--- config.mk ---
export PLATFORM = sky130hd
export DESIGN_NAME = utf8_to_ucs4_decoder_unit
export DESIGN_NICKNAME = d
export VERILOG_FILES = /design/src/rtl/u8dec_pkg.sv /design/src/rtl/utf8_to_ucs4_decoder_unit.sv
export SDC_FILE = /design/constraint.sdc
export NUM_CORES = 1
export LEC_CHECK = 0
export BUFFER_PORTS_ARGS = -buffer_cell sky130_fd_sc_hd__buf_4
export CORE_AREA = 5 5 131 133
export CTS_CLUSTER_SIZE = 12
export DETAILED_ROUTE_END_ITERATION = 6
export DIE_AREA = 0 0 136 138
export PLACE_DENSITY = 0.82
export SLEW_MARGIN = 0
export SYNTH_ARGS = -nofsm -noshare
export SYNTH_HDL_FRONTEND = slang
export SYNTH_SLANG_ARGS = --single-unit
--- constraint.sdc ---
create_clock -name clk -period 6.5 [get_ports clk]
set_input_delay 1.3 -clock clk [delete_from_list [all_inputs] [get_ports clk]]
set_output_delay 1.3 -clock clk [all_outputs]
set_load 0.1 [all_outputs]
--- src/rtl/u8dec_pkg.sv ---
`timescale 1ns / 1ps
// ----------------------------------------------------------------------------
// u8dec_pkg
// Types, status codes and per-length tables shared by the UTF-8 decoder.
// ----------------------------------------------------------------------------
package u8dec_pkg;

    // Result status codes.
    typedef enum logic [1:0] {
        ST_OK         = 2'd0,
        ST_UNEXPECTED = 2'd1,
        ST_TRUNCATED  = 2'd2,
        ST_OVERLONG   = 2'd3
    } status_t;

    // One result item as it waits in the output queue.
    typedef struct packed {
        logic [31:0] code_point;
        status_t     status;
        logic        last;
    } result_t;

    localparam int unsigned RESULT_W   = $bits(result_t);
    localparam logic [31:0] REPL_RESET = 32'h0000_FFFD;
    localparam logic [5:0]  PAYLOAD_M  = 6'h3F;

    // Value bits kept once a sequence of the given length is complete.
    function automatic logic [31:0] keep_mask(input logic [2:0] len);
        logic [31:0] m;
        begin
            case (len)
                3'd2:    m = 32'h0000_0FFF;
                3'd3:    m = 32'h0001_FFFF;
                3'd4:    m = 32'h003F_FFFF;
                3'd5:    m = 32'h07FF_FFFF;
                3'd6:    m = 32'hFFFF_FFFF;
                default: m = 32'h0000_0000;
            endcase
            return m;
        end
    endfunction

    // Smallest value that is not an overlong encoding for the given length.
    function automatic logic [31:0] min_value(input logic [2:0] len);
        logic [31:0] v;
        begin
            case (len)
                3'd2:    v = 32'h0000_0080;
                3'd3:    v = 32'h0000_0800;
                3'd4:    v = 32'h0001_0000;
                3'd5:    v = 32'h0020_0000;
                3'd6:    v = 32'h0400_0000;
                default: v = 32'h0000_0000;
            endcase
            return v;
        end
    endfunction

    // Sequence length announced by a lead byte (0xC0..0xFF).
    function automatic logic [2:0] lead_length(input logic [7:0] b);
        logic [2:0] l;
        begin
            if (b[7:2] == 6'b111111)
                l = 3'd6;
            else if (b[7:3] == 5'b11111)
                l = 3'd5;
            else if (b[7:4] == 4'b1111)
                l = 3'd4;
            else if (b[7:5] == 3'b111)
                l = 3'd3;
            else
                l = 3'd2;
            return l;
        end
    endfunction

endpackage

--- src/rtl/utf8_to_ucs4_decoder_unit.sv ---
`timescale 1ns / 1ps
// ----------------------------------------------------------------------------
// utf8_to_ucs4_decoder_unit
// Streaming UTF-8 to 32-bit code point decoder, sequences of 1 to 6 bytes.
// ----------------------------------------------------------------------------
//
//  Channel  | Direction | Payload
//  ---------+-----------+----------------------------------------------------
//  s_axis   | in        | tdata[7:0] in_byte, tuser flush
//  m_axis   | out       | tdata[31:0] code_point, tdata[33:32] status, tlast
//  cfg      | in        | cfg_data = replacement_code
//
//  A byte is decoded in the cycle its request is accepted; its results are
//  registered into a three-entry output queue whose head drives m_axis.
//  One byte per cycle is sustained while m_axis takes one result per cycle;
//  a truncated sequence then an ASCII byte makes two results for that byte.
//  s_axis_tready is high while at most one result is queued, so it does not
//  depend combinationally on m_axis_tready.
//  Reset clears the decoder state and queue and loads replacement code 0xFFFD.
//
module utf8_to_ucs4_decoder_unit (
    input  logic        clk,
    input  logic        rst_n,
    // Input stream.
    input  logic        s_axis_tvalid,
    output logic        s_axis_tready,
    input  logic [7:0]  s_axis_tdata,   // [7:0] in_byte
    input  logic        s_axis_tuser,   // [0] flush
    // Result stream.
    output logic        m_axis_tvalid,
    input  logic        m_axis_tready,
    output logic [39:0] m_axis_tdata,   // [31:0] code_point, [33:32] status, rest 0
    output logic        m_axis_tlast,
    // Replacement code register write.
    input  logic        cfg_valid,
    output logic        cfg_ready,
    input  logic [31:0] cfg_data
);
    import u8dec_pkg::*;

    localparam int unsigned QDEPTH = 3;

    // Decoder state.
    logic [31:0] acc_reg, acc_next;
    logic [2:0]  rem_reg, rem_next;
    logic [2:0]  len_reg, len_next;
    logic [31:0] repl_reg;

    // Output queue: entry 0 is the head.
    result_t     q_reg [QDEPTH];
    result_t     q_next [QDEPTH];
    logic [1:0]  count_reg, count_next;

    logic        in_acc;
    logic        out_pop;
    logic [7:0]  b;
    logic        is_cont;
    logic        is_ascii;
    logic [31:0] acc_shift;
    logic [31:0] value;
    logic        push0, push1;
    result_t     r0, r1;
    logic [1:0]  base;

    assign cfg_ready     = 1'b1;
    assign s_axis_tready = (count_reg <= 2'd1);
    assign in_acc        = s_axis_tvalid && s_axis_tready;
    assign m_axis_tvalid = (count_reg != 2'd0);
    assign out_pop       = m_axis_tvalid && m_axis_tready;

    assign m_axis_tdata  = {6'b0, q_reg[0].status, q_reg[0].code_point};
    assign m_axis_tlast  = q_reg[0].last;

    assign b         = s_axis_tdata;
    assign is_cont   = (b[7:6] == 2'b10);
    assign is_ascii  = !b[7];
    // Six payload bits of a continuation byte are shifted into the accumulator.
    assign acc_shift = {acc_reg[25:0], b[5:0] & PAYLOAD_M};
    assign value     = acc_shift & keep_mask(len_reg);

    // Decode of one accepted byte: up to two results and the next state.
    always_comb
    begin
        acc_next = acc_reg;
        rem_next = rem_reg;
        len_next = len_reg;
        push0    = 1'b0;
        push1    = 1'b0;
        r0       = '{code_point: repl_reg, status: ST_TRUNCATED, last: 1'b1};
        r1       = '{code_point: {24'b0, b}, status: ST_OK, last: 1'b1};
        if (in_acc)
        begin
            if (s_axis_tuser)
            begin
                // Flush closes an open sequence; idle gives no result.
                push0    = (rem_reg != 3'd0);
                acc_next = '0;
                rem_next = '0;
                len_next = '0;
            end
            else if (rem_reg != 3'd0 && is_cont)
            begin
                if (rem_reg == 3'd1)
                begin
                    push0 = 1'b1;
                    if (value < min_value(len_reg))
                        r0.status = ST_OVERLONG;
                    else
                    begin
                        r0.code_point = value;
                        r0.status     = ST_OK;
                    end
                    acc_next = '0;
                    rem_next = '0;
                    len_next = '0;
                end
                else
                begin
                    acc_next = acc_shift;
                    rem_next = rem_reg - 3'd1;
                end
            end
            else
            begin
                // Either idle, or a non-continuation byte cutting a sequence
                // short: the truncation result comes first, then the byte
                // starts afresh.
                acc_next = '0;
                rem_next = '0;
                len_next = '0;
                if (rem_reg != 3'd0)
                begin
                    push0   = 1'b1;
                    r0.last = !is_ascii;
                    push1   = is_ascii;
                end
                else if (is_ascii)
                begin
                    push0 = 1'b1;
                    r0    = '{code_point: {24'b0, b}, status: ST_OK, last: 1'b1};
                end
                else if (is_cont)
                begin
                    push0 = 1'b1;
                    r0    = '{code_point: repl_reg, status: ST_UNEXPECTED, last: 1'b1};
                end
                if (!is_ascii && !is_cont)
                begin
                    acc_next = {24'b0, b};
                    len_next = lead_length(b);
                    rem_next = lead_length(b) - 3'd1;
                end
            end
        end
    end

    // Queue update: shift on pop, then write new results behind what stays.
    always_comb
    begin
        base = count_reg - {1'b0, out_pop};
        for (int i = 0; i < QDEPTH; i++)
        begin
            if (out_pop && i < QDEPTH - 1)
                q_next[i] = q_reg[i + 1];
            else
                q_next[i] = q_reg[i];
            if (push0 && base == 2'(i))
                q_next[i] = r0;
            if (push1 && base + 2'd1 == 2'(i))
                q_next[i] = r1;
        end
        count_next = base + {1'b0, push0} + {1'b0, push1};
    end

    always_ff @(posedge clk or negedge rst_n)
    begin
        if (!rst_n)
        begin
            acc_reg   <= '0;
            rem_reg   <= '0;
            len_reg   <= '0;
            repl_reg  <= REPL_RESET;
            count_reg <= '0;
        end
        else
        begin
            acc_reg   <= acc_next;
            rem_reg   <= rem_next;
            len_reg   <= len_next;
            count_reg <= count_next;
            if (cfg_valid && cfg_ready)
                repl_reg <= cfg_data;
        end
    end

    always_ff @(posedge clk)
    begin
        for (int i = 0; i < QDEPTH; i++)
            q_reg[i] <= q_next[i];
    end

    // ------------------------------------------------------------------------
    // Assertions
    // ------------------------------------------------------------------------

    // An open sequence always has a legal length and fewer bytes left than it.
    a_open_seq: assert property (@(posedge clk) disable iff (!rst_n)
        (rem_reg != 3'd0) |-> (len_reg >= 3'd2 && len_reg <= 3'd6 && rem_reg < len_reg))
        else $error("open sequence with inconsistent length");

    // A flush always leaves the decoder idle.
    a_flush_idle: assert property (@(posedge clk) disable iff (!rst_n)
        (s_axis_tvalid && s_axis_tready && s_axis_tuser) |=> (rem_reg == 3'd0))
        else $error("sequence still open after flush");

    // An accepted ASCII byte always produces a result.
    a_ascii_out: assert property (@(posedge clk) disable iff (!rst_n)
        (s_axis_tvalid && s_axis_tready && !s_axis_tuser && !s_axis_tdata[7])
        |=> m_axis_tvalid)
        else $error("ASCII byte produced no result");

    // A request that pushed a result always leaves the queue non-empty.
    a_room: assert property (@(posedge clk) disable iff (!rst_n)
        (s_axis_tvalid && s_axis_tready) |=> (count_reg != 2'd0 || !$past(push0)))
        else $error("accepted result lost from queue");

endmodule
==> flow_summary.ini <==
[status]
run_status = completed

[placement]
gp_congestion = 0.927
hpwl_um = 14800
place_area_mm2 = 0.00901
io_buffer_count = 82

[clocking]
clockBufferDepth = 2
hold_buffers = 0
path_clk_slew_ps = 60
cts_resized = 0
cts_root_buf = clkbuf_16
post_cts_buffers = 0
cts_made_buffers = 17
htree_levels = 4
cts.sinks = 171
cts_tree = yes
clk_latency_ps = 440

[cells_and_area]
antenna_cells = 0
fin_area_mm2 = 0.00961
multi_input_area_mm2 = 0.00399
drive_gt1_share_pct = 22.7
largest_register_ff_count = 105
fillCellCount = 1262
area_delta_synth_final_pct = 12.2
fin_nets = 928
seq_area_mm2 = 0.00401

[critical_path]
critical_path.max_stage_delay_ps = 490
cpMostUsedCell = buf_4
cp-end-kind = flop
r2r_end = q_reg[0][96]$_SDFFE_PP0P_
crit_chain = buf_4 -> nand2_1 -> buf_4 -> clkinv_1 -> ha_1 -> xor2_1 -> nand3_1 -> buf_4 -> a21o_1 -> nor2_1 -> a221o_1
path_class = in -> reg
critPathCapture = q_reg[0][91]$_SDFFE_PP0P_
critPathLaunchType = primary input
startpoint = m_axis_tready
crit_slowest_cell = nand3_1
cp_data_arrival_time_ps = 4410
crit_fanout = 40
crit_required_ps = 6880
rr_worst_depth = 10
r2r_slack_ps = 2620
worstReg2RegStart = len_reg[2]$_DFFE_PN0P_

[yosys]
synth_top_family_by_area = compound AO/OA/AOI/OAI gates
synth_area_leader_cell = dfxtp_1
synth.area.top_cells = dfxtp_1 19%, dfrtp_1 15%, edfxtp_1 8.4%, nand2_1 5.7%, dfstp_2 4.6%
synthFlopType = dfxtp_1
synth_top_area_share_pct = 18.9
synth_compound_area_share_pct = 24.1
yosys.area_share.simple_pct = 13.2
synthMuxAreaShare_pct = 6.91
syn_area_mm2 = 0.00857
ys_seq_elements = 171
synth_warnings = 0
synth-xor-area-share_pct = 0.409
yosysUniqueCellTypes = 65
ys_async_sr_fraction_pct = 38.6
yosysSeqAreaShare_pct = 46.8
synth_edf_count = 24
synth_fa_ha_area_share_pct = 1.40
yosys-top-cells-count = 130 x nand2_1, 81 x dfxtp_1, 51 x dfrtp_1
syn_inst = 860
syn-mean-instance-area_um2 = 9.96
yosysMostFrequentCell = nand2_1

[power]
power_switching_uw = 1960
p_leak_uw = 0.00400
peakVddDrop_v = 0.000243
power_frac_comb_pct = 42.1
p_sw_share_pct = 42.7
seq_power_share_pct = 35.5
pwr-share-clk_pct = 22.4
intPower_uw = 2630
p_per_area_mw_per_mm2 = 478

[sta]
setup_viol = 0
period_share_pct = 62.1
rsz0062_at_grt = false
finalHoldViolCount = 0
finalCriticalPeriod_ps = 4040
slew_headroom_pct = 15.1
fin_worst_skew_ps = 10.1
worst_pin_slew_ps = 1270
maxSlewViolCount = 0
fin_setup_tns_ps = 0
max_freq_mhz = 248

[run]
maxCapViolCount = 0

[grt]
grt_pass1_wl_um = 36900
grtUsageMet1_pct = 33.8
grt_pass1_vias = 6923
grtUsageTotal_pct = 24.1
grt_overflow_total = 0
grt_max_degree = 67
grt_use_met2_pct = 37.3
antenna_found_initial = 0
top_usage_layer = met2
grtUsageMet3_pct = 5.22

[detailed_routing]
drc = 0
routed_wl_um = 22200
vias = 7097
first_pass_iters = 5
via_per_inst = 6.44
drt_iter0_markers = 841
ant_nets = 0
post_drt_wl_per_cell_um = 20.1

[floorplanning]
ios = 90
die_area_mm2 = 0.0188
die_y_um = 138
start_util_pct = 54.5
coreArea_mm2 = 0.0157
die_w_um = 136
rows = 46

[hold_path]
hp-class = reg -> reg
## per-layer routing
| layer | vias to the layer above | part of all wire [%] |
|---|---|---|
| met5 | - | 0 |
| li1 | 3225 | - |
| met2 | 346 | 47 |
| met3 | 39 | 7.2 |
| met4 | 0 | 2.1 |
| met1 | 3487 | 44 |
## power groups by stage
stage,combinational [uW],sequential [uW],clock [uW]
6_report,1940,1630,1030
4_1_cts,1930,1620,1040
3_3_place_gp,1890,1630,0
5_1_grt,2070,1660,1090
3_5_place_dp,1930,1640,0
2_1_floorplan,1670,1580,0
## worst max-delay path, delay by kind of cell
kind	cells	cell delay [ps]
buffers and inverters	4	1090
adders and majority gates	1	260
and+or+nand+nor	3	890
xor gates and xnor gates	1	400
AOI/OAI and AO/OA	2	450
## metrics by stage
stage	std cells	hold WS, ps	setup slack, ps	utilization [%]	power (uW)
2_1_floorplan	865	420	1990	-	3250
3_3_place_gp	1070	462	2180	57.3	3520
3_5_place_dp	1070	464	2080	57.3	3570
4_1_cts	1102	479	2520	61.2	4600
5_1_grt	1102	504	2170	61.2	4820
6_report	1102	483	2460	61.2	4600
## cells in the final DEF, fill, tap and decap left out, types with 4 or more instances in the layout
cell | Yosys | layout
mux2_2 | 33 | 33
a221o_1 | 29 | 29
mux2i_1 | 22 | 22
nand3_1 | 16 | 15
ha_1 | 8 | 8
a311oi_1 | 15 | 15
conb_1 | 2 | 7
edfxtp_1 | 24 | 24
a21oi_1 | 39 | 39
dfrtp_1 | 51 | 51
nand2_1 | 130 | 130
inv_1 | 10 | 10
a31o_2 | 8 | 8
a211oi_1 | 21 | 21
o311a_1 | 6 | 6
o21ai_0 | 33 | 33
and3_1 | 20 | 20
and2_1 | 4 | 4
dfxtp_1 | 81 | 81
a31oi_1 | 19 | 19
nor2b_1 | 9 | 9
nor2_1 | 24 | 24
or4_1 | 5 | 5
or3_1 | 8 | 8
nor3_1 | 8 | 7
buf_4 | 41 | 93
nand2b_1 | 5 | 5
a22o_1 | 31 | 31
clkbuf_16 | 0 | 19
a221oi_1 | 38 | 38
dfstp_2 | 15 | 15
## area by class of cell
cell class	count	share of cell area, %
repair buffers	93	7.26
clock inverters	8	0.807
flip-flops and latches	171	41.7
well taps	216	2.81
multi-input cells	579	41.5
inverters	11	0.429
clock buffers	24	5.49
## kinds of logic (layout without fill, tap and decap cells)
logic type / Yosys count / in the layout
AO/OA/AOI/OAI: 264 / 264
XOR/XNOR: 4 / 4
adder cells (fa/ha/maj): 9 / 9
buffers and inverters: 115 / 136
flip-flops: 171 / 171
multiplexers: 55 / 55
other: 2 / 7
AND/OR/NAND/NOR: 240 / 240
## worst min path at each step
stage                          startpoint                         end  slack [ps]  cells after the start
6_report        q_reg[0][70]$_SDFFE_PP1P_   q_reg[0][70]$_SDFFE_PP1P_         480                      2
5_1_grt        q_reg[0][101]$_SDFFE_PP0P_  q_reg[0][101]$_SDFFE_PP0P_         500                      1
4_1_cts         q_reg[0][70]$_SDFFE_PP1P_   q_reg[0][70]$_SDFFE_PP1P_         480                      2
3_5_place_dp    q_reg[0][70]$_SDFFE_PP1P_   q_reg[0][70]$_SDFFE_PP1P_         460                      2
3_3_place_gp    q_reg[0][72]$_SDFFE_PP0P_   q_reg[0][72]$_SDFFE_PP0P_         460                      2
2_1_floorplan   q_reg[0][71]$_SDFFE_PP0P_   q_reg[0][71]$_SDFFE_PP0P_         420                      2
(Power assumes the default switching activity.)
